## config.mk

```make
export PLATFORM = sky130hd
export DESIGN_NAME = lotka_volterra_rk4_stepper
export DESIGN_NICKNAME = d
export VERILOG_FILES = /design/src/rtl/lvrk_pkg.sv /design/src/rtl/lvrk_dp.sv /design/src/rtl/lvrk_ctrl.sv /design/src/rtl/lotka_volterra_rk4_stepper.sv
export SDC_FILE = /design/constraint.sdc
export NUM_CORES = 2
export LEC_CHECK = 0
export ABC_AREA = 0
export ABC_CLOCK_PERIOD_IN_PS = 13400
export BUFFER_PORTS_ARGS = -buffer_cell sky130_fd_sc_hd__buf_2
export CORE_AREA = 5 5 516 518
export CTS_CLUSTER_DIAMETER = 200
export CTS_CLUSTER_SIZE = 16
export DETAILED_ROUTE_END_ITERATION = 6
export DIE_AREA = 0 0 521 523
export SYNTH_ARGS = -nofsm -noshare
export SYNTH_HDL_FRONTEND = slang
export SYNTH_SLANG_ARGS = --single-unit
```

## constraint.sdc

```tcl
create_clock -name clk -period 13.4 [get_ports clk]
set_clock_uncertainty 0.05 [all_clocks]
set_input_delay 2.68 -clock clk [delete_from_list [all_inputs] [get_ports clk]]
set_output_delay 2.68 -clock clk [all_outputs]
set_load 0.1 [all_outputs]
```

## src/rtl/lvrk_pkg.sv

```systemverilog
// ============================================================================
// lvrk_pkg - shared types and microcode for the Lotka-Volterra RK4 stepper
// Holds the controller/datapath command types, operand codes, register
// indexes and the fixed microprogram of one RK4 step.
// ============================================================================
`default_nettype none

package lvrk_pkg;

  // Configuration register indexes
  typedef enum logic [2:0] {
    REG_PREY_GROWTH    = 3'd0,
    REG_PREDATION_RATE = 3'd1,
    REG_PREDATOR_DEATH = 3'd2,
    REG_PREDATOR_GAIN  = 3'd3,
    REG_PREY_START     = 3'd4,
    REG_PREDATOR_START = 3'd5,
    REG_TIME_STEP      = 3'd6,
    REG_STEP_LIMIT     = 3'd7
  } cfg_idx_t;

  // Datapath operations
  typedef enum logic [2:0] {
    OP_MOV,   // dst = a
    OP_ADD,   // dst = a + b, saturating
    OP_SUB,   // dst = a - b, saturating
    OP_TADD,  // dst = a + b, unsigned saturating (time)
    OP_MUL    // dst = round(a * b / scale), saturating
  } op_t;

  // Product scaling
  typedef enum logic [1:0] {
    MUL_Q,      // divide by 2^F
    MUL_HALF,   // divide by 2^(F+1)
    MUL_SIXTH   // divide by 3 * 2^(F+1)
  } mul_mode_t;

  // Operand sources
  typedef enum logic [3:0] {
    SRC_PREY, SRC_PRED, SRC_TIME, SRC_ALPHA, SRC_BETA, SRC_GAMMA, SRC_DELTA,
    SRC_DT, SRC_XP, SRC_YP, SRC_KX, SRC_KY, SRC_AX, SRC_AY, SRC_T1, SRC_T2
  } src_t;

  // Destinations
  typedef enum logic [3:0] {
    DST_PREY, DST_PRED, DST_TIME, DST_XP, DST_YP, DST_KX, DST_KY,
    DST_AX, DST_AY, DST_T1, DST_T2
  } dst_t;

  typedef struct packed {
    op_t       op;
    mul_mode_t mode;
    src_t      a;
    src_t      b;
    dst_t      dst;
  } uop_t;

  // Controller to datapath
  typedef struct packed {
    logic restart;  // reload start values, zero time
    logic snap;     // capture current values, clear overflow
    logic start;    // begin uop
    uop_t uop;
  } dp_cmd_t;

  // Datapath to controller
  typedef struct packed {
    logic done;     // uop result written
  } dp_stat_t;

  // Controller states
  typedef enum logic [2:0] {
    C_IDLE, C_CHECK, C_ISSUE, C_WAIT, C_FINISH
  } ctrl_state_t;

  // Datapath multiply unit phases
  typedef enum logic [1:0] {
    DP_IDLE, DP_MUL, DP_ROUND, DP_DIV
  } dp_phase_t;

  localparam int PC_BITS = 6;
  localparam logic [PC_BITS-1:0] PROG_LAST = 6'd62;

  function automatic uop_t mk(op_t op, mul_mode_t mode, src_t a, src_t b, dst_t dst);
    uop_t u;
    u.op   = op;
    u.mode = mode;
    u.a    = a;
    u.b    = b;
    u.dst  = dst;
    return u;
  endfunction

  // Slope evaluation at (XP, YP) into KX, KY
  function automatic uop_t slope_op(logic [2:0] i);
    uop_t u;
    unique case (i)
      3'd0:    u = mk(OP_MUL, MUL_Q, SRC_BETA,  SRC_XP, DST_T1);
      3'd1:    u = mk(OP_MUL, MUL_Q, SRC_T1,    SRC_YP, DST_T1);
      3'd2:    u = mk(OP_MUL, MUL_Q, SRC_ALPHA, SRC_XP, DST_T2);
      3'd3:    u = mk(OP_SUB, MUL_Q, SRC_T2,    SRC_T1, DST_KX);
      3'd4:    u = mk(OP_MUL, MUL_Q, SRC_DELTA, SRC_XP, DST_T1);
      3'd5:    u = mk(OP_MUL, MUL_Q, SRC_T1,    SRC_YP, DST_T1);
      3'd6:    u = mk(OP_MUL, MUL_Q, SRC_GAMMA, SRC_YP, DST_T2);
      default: u = mk(OP_SUB, MUL_Q, SRC_T1,    SRC_T2, DST_KY);
    endcase
    return u;
  endfunction

  // Microprogram of one RK4 step
  function automatic uop_t prog_op(logic [PC_BITS-1:0] pc);
    uop_t u;
    u = mk(OP_MOV, MUL_Q, SRC_T2, SRC_T2, DST_T2);
    if (pc >= 6'd2 && pc <= 6'd9) begin
      u = slope_op(3'(pc - 6'd2));
    end else if (pc >= 6'd16 && pc <= 6'd23) begin
      u = slope_op(3'(pc - 6'd16));
    end else if (pc >= 6'd32 && pc <= 6'd39) begin
      u = slope_op(3'(pc - 6'd32));
    end else if (pc >= 6'd48 && pc <= 6'd55) begin
      u = slope_op(3'(pc - 6'd48));
    end else begin
      case (pc)
        6'd0:  u = mk(OP_MOV, MUL_Q,     SRC_PREY, SRC_PREY, DST_XP);
        6'd1:  u = mk(OP_MOV, MUL_Q,     SRC_PRED, SRC_PRED, DST_YP);
        6'd10: u = mk(OP_MOV, MUL_Q,     SRC_KX,   SRC_KX,   DST_AX);
        6'd11: u = mk(OP_MOV, MUL_Q,     SRC_KY,   SRC_KY,   DST_AY);
        6'd12: u = mk(OP_MUL, MUL_HALF,  SRC_KX,   SRC_DT,   DST_T1);
        6'd13: u = mk(OP_ADD, MUL_Q,     SRC_PREY, SRC_T1,   DST_XP);
        6'd14: u = mk(OP_MUL, MUL_HALF,  SRC_KY,   SRC_DT,   DST_T1);
        6'd15: u = mk(OP_ADD, MUL_Q,     SRC_PRED, SRC_T1,   DST_YP);
        6'd24: u = mk(OP_ADD, MUL_Q,     SRC_KX,   SRC_KX,   DST_T1);
        6'd25: u = mk(OP_ADD, MUL_Q,     SRC_AX,   SRC_T1,   DST_AX);
        6'd26: u = mk(OP_ADD, MUL_Q,     SRC_KY,   SRC_KY,   DST_T1);
        6'd27: u = mk(OP_ADD, MUL_Q,     SRC_AY,   SRC_T1,   DST_AY);
        6'd28: u = mk(OP_MUL, MUL_HALF,  SRC_KX,   SRC_DT,   DST_T1);
        6'd29: u = mk(OP_ADD, MUL_Q,     SRC_PREY, SRC_T1,   DST_XP);
        6'd30: u = mk(OP_MUL, MUL_HALF,  SRC_KY,   SRC_DT,   DST_T1);
        6'd31: u = mk(OP_ADD, MUL_Q,     SRC_PRED, SRC_T1,   DST_YP);
        6'd40: u = mk(OP_ADD, MUL_Q,     SRC_KX,   SRC_KX,   DST_T1);
        6'd41: u = mk(OP_ADD, MUL_Q,     SRC_AX,   SRC_T1,   DST_AX);
        6'd42: u = mk(OP_ADD, MUL_Q,     SRC_KY,   SRC_KY,   DST_T1);
        6'd43: u = mk(OP_ADD, MUL_Q,     SRC_AY,   SRC_T1,   DST_AY);
        6'd44: u = mk(OP_MUL, MUL_Q,     SRC_KX,   SRC_DT,   DST_T1);
        6'd45: u = mk(OP_ADD, MUL_Q,     SRC_PREY, SRC_T1,   DST_XP);
        6'd46: u = mk(OP_MUL, MUL_Q,     SRC_KY,   SRC_DT,   DST_T1);
        6'd47: u = mk(OP_ADD, MUL_Q,     SRC_PRED, SRC_T1,   DST_YP);
        6'd56: u = mk(OP_ADD, MUL_Q,     SRC_AX,   SRC_KX,   DST_AX);
        6'd57: u = mk(OP_ADD, MUL_Q,     SRC_AY,   SRC_KY,   DST_AY);
        6'd58: u = mk(OP_MUL, MUL_SIXTH, SRC_AX,   SRC_DT,   DST_T1);
        6'd59: u = mk(OP_ADD, MUL_Q,     SRC_PREY, SRC_T1,   DST_PREY);
        6'd60: u = mk(OP_MUL, MUL_SIXTH, SRC_AY,   SRC_DT,   DST_T1);
        6'd61: u = mk(OP_ADD, MUL_Q,     SRC_PRED, SRC_T1,   DST_PRED);
        6'd62: u = mk(OP_TADD, MUL_Q,    SRC_TIME, SRC_DT,   DST_TIME);
        default: u = mk(OP_MOV, MUL_Q,   SRC_T2,   SRC_T2,   DST_T2);
      endcase
    end
    return u;
  endfunction

endpackage

`default_nettype wire

```

## src/rtl/lvrk_dp.sv

```systemverilog
// ============================================================================
// lvrk_dp - datapath of the RK4 stepper
// State and scratch registers, a saturating adder and a shared multiply unit
// (16 bits of multiplier per cycle, rounding, radix-16 divide by three).
// ============================================================================
`default_nettype none

module lvrk_dp #(
  parameter int W = 32,
  parameter int F = 16
) (
  input  wire logic              clk,
  input  wire logic              rst,
  input  wire lvrk_pkg::dp_cmd_t cmd,
  output lvrk_pkg::dp_stat_t     stat,
  input  wire logic [W-1:0]      alpha,
  input  wire logic [W-1:0]      beta,
  input  wire logic [W-1:0]      gamma_c,
  input  wire logic [W-1:0]      delta,
  input  wire logic [W-1:0]      dt,
  input  wire logic [W-1:0]      prey_init,
  input  wire logic [W-1:0]      pred_init,
  output logic [W-1:0]           t0,
  output logic [W-1:0]           x0,
  output logic [W-1:0]           y0,
  output logic                   ovf
);
  import lvrk_pkg::*;

  localparam int NCH  = (W + 15) / 16;
  localparam int CNTW = (NCH > 1) ? $clog2(NCH) : 1;
  localparam int MBW  = NCH * 16;
  localparam int PW   = 2 * W + 2;
  localparam int NDIG = (W + 5) / 4;
  localparam int R3W  = NDIG * 4;
  localparam int DW   = $clog2(NDIG);
  localparam logic [W-1:0] SMAX = {1'b0, {(W-1){1'b1}}};
  localparam logic [W-1:0] SMIN = {1'b1, {(W-1){1'b0}}};
  localparam logic [PW-1:0] LIM_POS = (PW'(1) << (W - 1)) - PW'(1);
  localparam logic [PW-1:0] LIM_NEG = PW'(1) << (W - 1);

  // State and scratch registers
  logic [W-1:0] prey, pred, tim, xp, yp, kx, ky, ax, ay, t1, t2;

  // Multiply unit registers
  dp_phase_t       phase, phase_next;
  logic [W-1:0]    ma;
  logic [MBW-1:0]  mb;
  logic            neg;
  mul_mode_t       mode;
  dst_t            mdst;
  logic [PW-1:0]   prod_acc;
  logic [CNTW-1:0] cnt;
  logic [R3W-1:0]  dv;
  logic [R3W-1:0]  quo;
  logic [1:0]      rem;
  logic [DW-1:0]   dcnt;

  logic [W-1:0]    opa, opb;
  logic            wr_en, wr_sat;
  dst_t            wr_dst;
  logic [W-1:0]    wr_val;

  // Operand selection
  function automatic logic [W-1:0] pick(src_t s, logic [W-1:0] p_prey,
                                        logic [W-1:0] p_pred, logic [W-1:0] p_tim,
                                        logic [W-1:0] p_xp, logic [W-1:0] p_yp,
                                        logic [W-1:0] p_kx, logic [W-1:0] p_ky,
                                        logic [W-1:0] p_ax, logic [W-1:0] p_ay,
                                        logic [W-1:0] p_t1, logic [W-1:0] p_t2);
    logic [W-1:0] v;
    unique case (s)
      SRC_PREY:  v = p_prey;
      SRC_PRED:  v = p_pred;
      SRC_TIME:  v = p_tim;
      SRC_ALPHA: v = alpha;
      SRC_BETA:  v = beta;
      SRC_GAMMA: v = gamma_c;
      SRC_DELTA: v = delta;
      SRC_DT:    v = dt;
      SRC_XP:    v = p_xp;
      SRC_YP:    v = p_yp;
      SRC_KX:    v = p_kx;
      SRC_KY:    v = p_ky;
      SRC_AX:    v = p_ax;
      SRC_AY:    v = p_ay;
      SRC_T1:    v = p_t1;
      default:   v = p_t2;
    endcase
    return v;
  endfunction

  always_comb begin
    opa = pick(cmd.uop.a, prey, pred, tim, xp, yp, kx, ky, ax, ay, t1, t2);
    opb = pick(cmd.uop.b, prey, pred, tim, xp, yp, kx, ky, ax, ay, t1, t2);
  end

  // Multiply unit: product slice, rounding and divide-by-three digit step
  logic [W+15:0]  prod;
  logic [15:0]    chunk;
  logic [PW-1:0]  rnd_sum, rnd_r, lim, lim3;
  logic [W-1:0]   rnd_mag;
  logic [3:0]     digit, qd;
  logic [1:0]     rem_next;
  logic [2:0]     tmp;
  logic [R3W-1:0] quo_next;

  always_comb begin
    chunk = mb[{cnt, 4'b0} +: 16];
    prod  = (W + 16)'(ma) * (W + 16)'(chunk);

    unique case (mode)
      MUL_Q:    rnd_sum = prod_acc + (PW'(1) << (F - 1));
      MUL_HALF: rnd_sum = prod_acc + (PW'(1) << F);
      default:  rnd_sum = prod_acc + (PW'(3) << F);
    endcase
    if (mode == MUL_Q) begin
      rnd_r = rnd_sum >> F;
    end else begin
      rnd_r = rnd_sum >> (F + 1);
    end
    lim  = neg ? LIM_NEG : LIM_POS;
    lim3 = (lim << 1) + lim + PW'(2);
    rnd_mag = (rnd_r > lim) ? lim[W-1:0] : rnd_r[W-1:0];

    // Four bits of long division by three
    digit    = dv[R3W-1 -: 4];
    rem_next = rem;
    qd       = 4'b0;
    for (int j = 3; j >= 0; j--) begin
      tmp = {rem_next, digit[j]};
      if (tmp >= 3'd3) begin
        qd[j]    = 1'b1;
        rem_next = 2'(tmp - 3'd3);
      end else begin
        rem_next = tmp[1:0];
      end
    end
    quo_next = {quo[R3W-5:0], qd};
  end

  // Multiply unit phase sequencing
  always_comb begin
    phase_next = phase;
    unique case (phase)
      DP_IDLE: begin
        if (cmd.start && cmd.uop.op == OP_MUL) phase_next = DP_MUL;
      end
      DP_MUL: begin
        if (cnt == CNTW'(NCH - 1)) phase_next = DP_ROUND;
      end
      DP_ROUND: begin
        if (mode == MUL_SIXTH && rnd_r <= lim3) phase_next = DP_DIV;
        else phase_next = DP_IDLE;
      end
      default: begin
        if (dcnt == DW'(NDIG - 1)) phase_next = DP_IDLE;
      end
    endcase
  end

  always_ff @(posedge clk) begin
    if (rst) phase <= DP_IDLE;
    else phase <= phase_next;
  end

  // Result write port
  logic [W:0] sum_s;
  always_comb begin
    wr_en  = 1'b0;
    wr_sat = 1'b0;
    wr_dst = cmd.uop.dst;
    wr_val = opa;
    sum_s  = '0;
    if (phase == DP_IDLE && cmd.start && cmd.uop.op != OP_MUL) begin
      wr_en = 1'b1;
      unique case (cmd.uop.op)
        OP_ADD, OP_SUB: begin
          if (cmd.uop.op == OP_ADD) sum_s = {opa[W-1], opa} + {opb[W-1], opb};
          else sum_s = {opa[W-1], opa} - {opb[W-1], opb};
          if (sum_s[W] != sum_s[W-1]) begin
            wr_sat = 1'b1;
            wr_val = sum_s[W] ? SMIN : SMAX;
          end else begin
            wr_val = sum_s[W-1:0];
          end
        end
        OP_TADD: begin
          sum_s = {1'b0, opa} + {1'b0, opb};
          wr_sat = sum_s[W];
          wr_val = sum_s[W] ? {W{1'b1}} : sum_s[W-1:0];
        end
        default: wr_val = opa;
      endcase
    end else if (phase == DP_ROUND && (mode != MUL_SIXTH || rnd_r > lim3)) begin
      wr_en  = 1'b1;
      wr_dst = mdst;
      if (mode == MUL_SIXTH) begin
        wr_sat = 1'b1;
        wr_val = neg ? (~lim[W-1:0] + W'(1)) : lim[W-1:0];
      end else begin
        wr_sat = rnd_r > lim;
        wr_val = neg ? (~rnd_mag + W'(1)) : rnd_mag;
      end
    end else if (phase == DP_DIV && dcnt == DW'(NDIG - 1)) begin
      wr_en  = 1'b1;
      wr_dst = mdst;
      wr_val = neg ? (~quo_next[W-1:0] + W'(1)) : quo_next[W-1:0];
    end
  end

  // Multiply unit data registers
  always_ff @(posedge clk) begin
    unique case (phase)
      DP_IDLE: begin
        ma       <= opa[W-1] ? (~opa + W'(1)) : opa;
        mb       <= MBW'(opb[W-1] ? (~opb + W'(1)) : opb);
        neg      <= opa[W-1] ^ opb[W-1];
        mode     <= cmd.uop.mode;
        mdst     <= cmd.uop.dst;
        prod_acc <= '0;
        cnt      <= '0;
      end
      DP_MUL: begin
        prod_acc <= prod_acc + (PW'(prod) << {cnt, 4'b0});
        cnt      <= cnt + CNTW'(1);
      end
      DP_ROUND: begin
        dv   <= rnd_r[R3W-1:0];
        quo  <= '0;
        rem  <= 2'b0;
        dcnt <= '0;
      end
      default: begin
        dv   <= dv << 4;
        quo  <= quo_next;
        rem  <= rem_next;
        dcnt <= dcnt + DW'(1);
      end
    endcase
  end

  // Register file, snapshot and overflow flag
  always_ff @(posedge clk) begin
    if (rst) begin
      prey <= prey_init;
      pred <= pred_init;
      tim  <= '0;
      ovf  <= 1'b0;
      stat <= '0;
    end else begin
      stat.done <= wr_en;
      if (cmd.restart) begin
        prey <= prey_init;
        pred <= pred_init;
        tim  <= '0;
      end
      if (cmd.snap) begin
        t0  <= tim;
        x0  <= prey;
        y0  <= pred;
        ovf <= 1'b0;
      end else if (wr_en && wr_sat) begin
        ovf <= 1'b1;
      end
      if (wr_en) begin
        unique case (wr_dst)
          DST_PREY: prey <= wr_val;
          DST_PRED: pred <= wr_val;
          DST_TIME: tim  <= wr_val;
          DST_XP:   xp   <= wr_val;
          DST_YP:   yp   <= wr_val;
          DST_KX:   kx   <= wr_val;
          DST_KY:   ky   <= wr_val;
          DST_AX:   ax   <= wr_val;
          DST_AY:   ay   <= wr_val;
          DST_T1:   t1   <= wr_val;
          default:  t2   <= wr_val;
        endcase
      end
    end
  end

endmodule

`default_nettype wire

```

## src/rtl/lvrk_ctrl.sv

```systemverilog
// ============================================================================
// lvrk_ctrl - controller of the RK4 stepper
// Accepts ticks, tracks the step count, walks the microprogram one uop at a
// time and hands finished results to the output register.
// ============================================================================
`default_nettype none

module lvrk_ctrl (
  input  wire logic               clk,
  input  wire logic               rst,
  input  wire logic               in_valid,
  output logic                    in_ready,
  input  wire logic               restart,
  input  wire logic [15:0]        step_limit,
  input  wire logic               out_free,
  output logic                    out_load,
  output logic                    last,
  output lvrk_pkg::dp_cmd_t       cmd,
  input  wire lvrk_pkg::dp_stat_t stat
);
  import lvrk_pkg::*;

  ctrl_state_t          state, state_next;
  logic [PC_BITS-1:0]   pc, pc_next;
  logic [15:0]          steps, steps_next;
  logic [16:0]          steps_inc;

  assign steps_inc = {1'b0, steps} + 17'd1;
  assign last      = (steps_inc == {1'b0, step_limit});

  // Next state and outputs
  always_comb begin
    state_next   = state;
    pc_next      = pc;
    steps_next   = steps;
    in_ready     = 1'b0;
    out_load     = 1'b0;
    cmd.restart  = 1'b0;
    cmd.snap     = 1'b0;
    cmd.start    = 1'b0;
    cmd.uop      = prog_op(pc);
    unique case (state)
      C_IDLE: begin
        in_ready = 1'b1;
        if (in_valid) begin
          cmd.restart = restart;
          if (restart) steps_next = '0;
          state_next = C_CHECK;
        end
      end
      C_CHECK: begin
        if (steps >= step_limit) begin
          state_next = C_IDLE;
        end else begin
          cmd.snap   = 1'b1;
          pc_next    = '0;
          state_next = C_ISSUE;
        end
      end
      C_ISSUE: begin
        cmd.start  = 1'b1;
        state_next = C_WAIT;
      end
      C_WAIT: begin
        if (stat.done) begin
          if (pc == PROG_LAST) begin
            state_next = C_FINISH;
          end else begin
            pc_next    = pc + PC_BITS'(1);
            state_next = C_ISSUE;
          end
        end
      end
      default: begin
        if (out_free) begin
          out_load   = 1'b1;
          steps_next = steps_inc[15:0];
          state_next = C_IDLE;
        end
      end
    endcase
  end

  always_ff @(posedge clk) begin
    if (rst) begin
      state <= C_IDLE;
      pc    <= '0;
      steps <= '0;
    end else begin
      state <= state_next;
      pc    <= pc_next;
      steps <= steps_next;
    end
  end

endmodule

`default_nettype wire

```

## src/rtl/lotka_volterra_rk4_stepper.sv

```systemverilog
// ============================================================================
// lotka_volterra_rk4_stepper - predator-prey RK4 integrator, fixed point
// Configuration registers, output register and the controller/datapath pair.
// ============================================================================
//
//  channel | signals                          | transfer when
//  --------+----------------------------------+------------------------
//  in      | in_valid/in_ready, restart       | in_valid && in_ready
//  out     | out_valid/out_ready, 5 fields    | out_valid && out_ready
//  cfg     | cfg_valid/cfg_ready, index, data | cfg_valid && cfg_ready
//
//  A tick that yields a result runs 63 uops in sequence, 32 of them
//  products through the one shared multiply unit (16 multiplier bits per
//  cycle), two with a radix-16 divide by three that is skipped when a
//  final dt/6 product saturates. A tick past the step limit yields no
//  result. Reset loads register defaults and the start values. The next
//  tick is taken while a result waits in the output register; only the
//  final hand-off waits on out_ready.
//
`default_nettype none

module lotka_volterra_rk4_stepper #(
  parameter int WORD_BITS = 32,
  parameter int FRAC_BITS = 16
) (
  input  wire logic         clk,
  input  wire logic         rst,
  input  wire logic         in_valid,
  output logic              in_ready,
  input  wire logic         restart,
  output logic              out_valid,
  input  wire logic         out_ready,
  output logic [31:0]       sim_time,
  output logic signed [31:0] prey_level,
  output logic signed [31:0] predator_level,
  output logic              last_step,
  output logic              overflow,
  input  wire logic         cfg_valid,
  output logic              cfg_ready,
  input  wire logic [2:0]   cfg_index,
  input  wire logic [31:0]  cfg_data
);
  import lvrk_pkg::*;

  localparam int W = WORD_BITS;
  localparam logic [W-1:0] SMAX = {1'b0, {(W-1){1'b1}}};
  localparam logic [W-1:0] SMIN = {1'b1, {(W-1){1'b0}}};
  localparam logic signed [32:0] SMAX33 =
    (W >= 33) ? 33'sd0 : ((33'sd1 <<< (W - 1)) - 33'sd1);
  localparam logic signed [32:0] SMIN33 = -SMAX33 - 33'sd1;

  // Fit a 33-bit signed value to the word, clamping when the word is narrower
  function automatic logic [W-1:0] fit_word(logic [32:0] v);
    logic signed [32:0] sv;
    logic [W-1:0]       res;
    sv = signed'(v);
    if (W >= 33) res = W'(sv);
    else if (sv > SMAX33) res = SMAX;
    else if (sv < SMIN33) res = SMIN;
    else res = W'(sv);
    return res;
  endfunction

  // Configuration registers
  logic [W-1:0] alpha, beta, gamma_c, delta, prey_init, pred_init, dt;
  logic [15:0]  step_limit;

  assign cfg_ready = 1'b1;

  always_ff @(posedge clk) begin
    if (rst) begin
      alpha      <= fit_word(33'd65536);
      beta       <= fit_word(33'd6554);
      gamma_c    <= fit_word(33'd98304);
      delta      <= fit_word(33'd4915);
      prey_init  <= fit_word(33'd655360);
      pred_init  <= fit_word(33'd327680);
      dt         <= fit_word(33'd655);
      step_limit <= 16'd1000;
    end else if (cfg_valid) begin
      unique case (cfg_index)
        REG_PREY_GROWTH:    alpha     <= fit_word({cfg_data[31], cfg_data});
        REG_PREDATION_RATE: beta      <= fit_word({cfg_data[31], cfg_data});
        REG_PREDATOR_DEATH: gamma_c   <= fit_word({cfg_data[31], cfg_data});
        REG_PREDATOR_GAIN:  delta     <= fit_word({cfg_data[31], cfg_data});
        REG_PREY_START:     prey_init <= fit_word({cfg_data[31], cfg_data});
        REG_PREDATOR_START: pred_init <= fit_word({cfg_data[31], cfg_data});
        REG_TIME_STEP:      dt        <= fit_word({2'b00, cfg_data[30:0]});
        default:            step_limit <= cfg_data[15:0];
      endcase
    end
  end

  // Controller and datapath
  dp_cmd_t      cmd;
  dp_stat_t     stat;
  logic         out_load, last, out_free, ovf;
  logic [W-1:0] t0, x0, y0;

  assign out_free = !out_valid || out_ready;

  lvrk_ctrl u_ctrl (
    .clk        (clk),
    .rst        (rst),
    .in_valid   (in_valid),
    .in_ready   (in_ready),
    .restart    (restart),
    .step_limit (step_limit),
    .out_free   (out_free),
    .out_load   (out_load),
    .last       (last),
    .cmd        (cmd),
    .stat       (stat)
  );

  lvrk_dp #(.W(W), .F(FRAC_BITS)) u_dp (
    .clk       (clk),
    .rst       (rst),
    .cmd       (cmd),
    .stat      (stat),
    .alpha     (alpha),
    .beta      (beta),
    .gamma_c   (gamma_c),
    .delta     (delta),
    .dt        (dt),
    .prey_init (prey_init),
    .pred_init (pred_init),
    .t0        (t0),
    .x0        (x0),
    .y0        (y0),
    .ovf       (ovf)
  );

  // Output register
  always_ff @(posedge clk) begin
    if (rst) begin
      out_valid <= 1'b0;
    end else if (out_load) begin
      out_valid <= 1'b1;
    end else if (out_ready) begin
      out_valid <= 1'b0;
    end
  end

  always_ff @(posedge clk) begin
    if (out_load) begin
      sim_time       <= 32'(t0);
      prey_level     <= 32'(signed'(x0));
      predator_level <= 32'(signed'(y0));
      last_step      <= last;
      overflow       <= ovf;
    end
  end

endmodule

`default_nettype wire

```

==> flow_metrics.env <==
export IMPL_cp_num_buf_inv=5
export IMPL_grt_max_degree=128
export IMPL_dp_hpwl_um=252000
export IMPL_ff2ff_setup_slack_ns=0.91
export IMPL_worst_slew_pin_slew_ns=1.35
export IMPL_synth_area_leaders="edfxtp_1 25%, fa_1 11%, dfxtp_1 9.8%, nand2_1 6.4%, ha_1 5.2%"
export IMPL_synth_nets=9377
export IMPL_path_clk_slew_ns=0.09
export IMPL_die_height_um=523
export IMPL_timing_rr_end="u_dp.t1[11]"
export IMPL_violations="DRC"
export IMPL_post_drt_wl_per_cell_um=28.8
export IMPL_antenna_found_initial=14
export IMPL_overflow=0
export IMPL_grt_pass1_wl_um=491000
export IMPL_hold_viol_final=0
export IMPL_critPathTopFamily="compound AO/OA/AOI/OAI gates"
export IMPL_min_from="u_dp.y0[28]"
export IMPL_cts_max_path_buffers=3
export IMPL_syn_avg_cell_area_um2=9.06
export IMPL_cts_resized_gates=0
export IMPL_fin_tns_setup_ns=0
export IMPL_largest_reg_flops=66
export IMPL_vias=71300
export IMPL_postCtsSetupBuffers=0
export IMPL_netlist_area_leader_share=0.254
export IMPL_setup_viol=0
export IMPL_maxCapViolCount=0
export IMPL_gp_congestion=0.999
export IMPL_critical_path_peak_fanout=20
export IMPL_cp_start_kind="register"
export IMPL_die_w_um=521
export IMPL_synth_cells=8588
export IMPL_nets=9325
export IMPL_cts_inserted_buffers=74
export IMPL_period_minus_slack_ns=12.49
export IMPL_dr_pass1_iters=7
export IMPL_largestRegisters="u_dp.prod_acc: 66 flops, u_dp.dv: 36 flops"
export IMPL_crit_arrival_ns=12.88
export IMPL_drive_above_1_share=0.0851
export IMPL_fillers=26900
export IMPL_synth_edf_count=658
export IMPL_ys_types=114
export IMPL_synth_seq_cells=1040
export IMPL_viasPerCell=5.93
export IMPL_crit_top_cell="buf_4"
export IMPL_hold_depth=0
export IMPL_relSlewSlack=0.0954
export IMPL_yosysTopAreaCell="edfxtp_1"
export IMPL_rsz0062_at_grt="no"
export IMPL_cts_sinks=1040
export IMPL_multi_input_area_um2=46400
export IMPL_async_reset_ff_frac=0
export IMPL_cts_tree="yes"
export IMPL_portBuffers=140
export IMPL_grt_use_total=0.243
export IMPL_slew_viol_final=0
export IMPL_reg2reg_from="u_ctrl.pc[1]"
export IMPL_worstPathRequired_ns=13.79
export IMPL_clock_latency_ns=0.76
export IMPL_crit_type="reg2reg"
export IMPL_synth_flop_cell="edfxtp_1"
export IMPL_post_route_drc_count=1
export IMPL_rows=188
export IMPL_design_core_area_um2=261000
export IMPL_synthesis_area_um2=77800
export IMPL_syn2layout_area_growth_pct=9.65
export IMPL_cts_root_buf="clkbuf_16"
export IMPL_end_kind="register"
export IMPL_hold_class="reg2reg"
export IMPL_largest_register="u_dp.prod_acc"
export IMPL_start_util=0.298
export IMPL_ys_seq_area_frac=0.352
export IMPL_whs_endpoint="predator_level[28]"
export IMPL_crit_path_max_incr_delay_ns=1.11
export IMPL_ant_nets=0
export IMPL_yosys_warnings=0
export IMPL_cts_hold_buf=0
export IMPL_place_area_um2=83100
export IMPL_htree_levels=3
export IMPL_critPathSlowestCell="o32ai_1"
export IMPL_drt_total_wl_um=346000
export IMPL_seq_area_um2=27400
export IMPL_ios=142
export IMPL_reg2reg_depth=25
export IMPL_fin_crit_sh=0.932
export IMPL_die_area_um2=272000
export IMPL_fmax_ghz=0.0801
export IMPL_outcome="complete, but fails checks"
export IMPL_design_area_um2=85300
export IMPL_grt_pass1_vias=68600
export IMPL_drt_iter0_drc=9345
## cell type report
type	count	share of cell area
diodes	10	0.000293
multi-input cells	6403	0.544
clock buffers	126	0.0240
clock inverters	7	0.00132
repair buffers	402	0.0318
flip-flops and latches	1040	0.321
inverters	615	0.0271
well taps	3420	0.0502
## cells in the final DEF (no fill, tap or decap), types with 46 or more instances in the layout
| cell type | netlist | final |
|---|---|---|
| nand2_1 | 1330 | 1328 |
| edfxtp_1 | 658 | 658 |
| inv_1 | 610 | 608 |
| a21oi_1 | 595 | 589 |
| nor2_1 | 476 | 451 |
| fa_1 | 422 | 422 |
| dfxtp_1 | 382 | 382 |
| ha_1 | 326 | 324 |
| o21ai_0 | 301 | 300 |
| buf_4 | 6 | 258 |
| and2_1 | 242 | 240 |
| xnor2_1 | 226 | 226 |
| nand3_1 | 222 | 220 |
| nor3_1 | 184 | 180 |
| xor2_1 | 141 | 141 |
| buf_2 | 56 | 140 |
| a21o_1 | 131 | 131 |
| a31oi_1 | 105 | 99 |
| a22oi_1 | 97 | 97 |
| a221oi_1 | 87 | 87 |
| nand4_1 | 81 | 81 |
| nor2b_1 | 80 | 80 |
| mux2_2 | 78 | 78 |
| mux2i_1 | 74 | 74 |
| clkbuf_16 | 0 | 74 |
| a211oi_1 | 77 | 73 |
| and3_1 | 72 | 70 |
| o22ai_1 | 69 | 69 |
| nand2b_1 | 62 | 62 |
| o211ai_1 | 60 | 60 |
| o31ai_1 | 59 | 58 |
| clkbuf_1 | 405 | 52 |
| or3_1 | 50 | 50 |
| o21a_1 | 47 | 46 |
## per-stage QoR
stage          hold slack [ns]  setup WS [ns]  cells  utilization
6_report                 0.356          0.908  12000        0.327
5_1_grt                  0.367          0.216  12000        0.327
4_1_cts                  0.359           1.39  12000        0.327
3_5_place_dp             0.355           1.46  11900        0.318
3_3_place_gp             0.353           1.46  11900        0.318
2_1_floorplan            0.350           2.60   8588            -
## per-layer routing
layer  vias to the layer above  GRT usage  wire length (um)
li1                      30400          -                 -
met1                     35200      0.313            135000
met2                      4543      0.376            150000
met3                      1038     0.0632             38400
met4                        14      0.127             22100
met5                         -    0.00260               130
## worst register-to-register path, stage by stage, from the launching register on
cell and delay [ns]:
dfxtp_1 0.80, ha_1 0.54, and3b_1 0.34, o22ai_4 0.18
nor2_1 1.06, a211oi_1 0.59, nand2_1 1.03, buf_4 0.37
o221ai_1 0.14, o32ai_1 1.12, inv_1 0.55, ha_1 0.52
o21ai_0 0.25, a21oi_1 0.25, a2111oi_0 0.09, buf_4 0.16
o41ai_1 0.90, o21ai_0 0.50, o2111ai_1 0.45, a31oi_1 0.14
a21oi_1 0.66, a21oi_1 0.16, buf_4 0.23, buf_4 0.21
and2_1 0.17, a21boi_1 0.74
## cell usage after synthesis (60+ instances only)
library cell / n
nand2_1: 1330
edfxtp_1: 658
inv_1: 610
a21oi_1: 595
nor2_1: 476
fa_1: 422
clkbuf_1: 405
dfxtp_1: 382
ha_1: 326
o21ai_0: 301
and2_1: 242
xnor2_1: 226
nand3_1: 222
nor3_1: 184
xor2_1: 141
a21o_1: 131
a31oi_1: 105
a22oi_1: 97
a221oi_1: 87
nand4_1: 81
nor2b_1: 80
mux2_2: 78
a211oi_1: 77
mux2i_1: 74
and3_1: 72
o22ai_1: 69
nand2b_1: 62
o211ai_1: 60
## cell families after synthesis
group           after synthesis  share of synthesized area
other cells                   1                  0.0000482
fa+ha+maj                   748                      0.161
flops                      1040                      0.352
mux                         162                     0.0236
simple gates               2987                      0.179
buf+inv                    1145                     0.0572
compound gates             2137                      0.186
xor+xnor                    368                     0.0416
## worst max-delay path by stage
stage | depth (start not counted) | from | end | slack, ns
after floorplan | 43 | u_dp.cnt | u_dp.prod_acc[64] | 2.60
after global placement | 40 | u_dp.cnt | u_dp.prod_acc[64] | 1.46
after detailed placement | 39 | u_dp.cnt | u_dp.prod_acc[64] | 1.46
after CTS | 32 | u_ctrl.pc[1] | u_dp.kx[14] | 1.39
after global routing | 38 | u_ctrl.pc[1] | u_dp.t1[11] | 0.22
final | 25 | u_ctrl.pc[1] | u_dp.t1[11] | 0.91
Power is left out: the tool's default activity adds up to more than one toggle a clock period on the data nets, which glitch-free logic cannot reach.
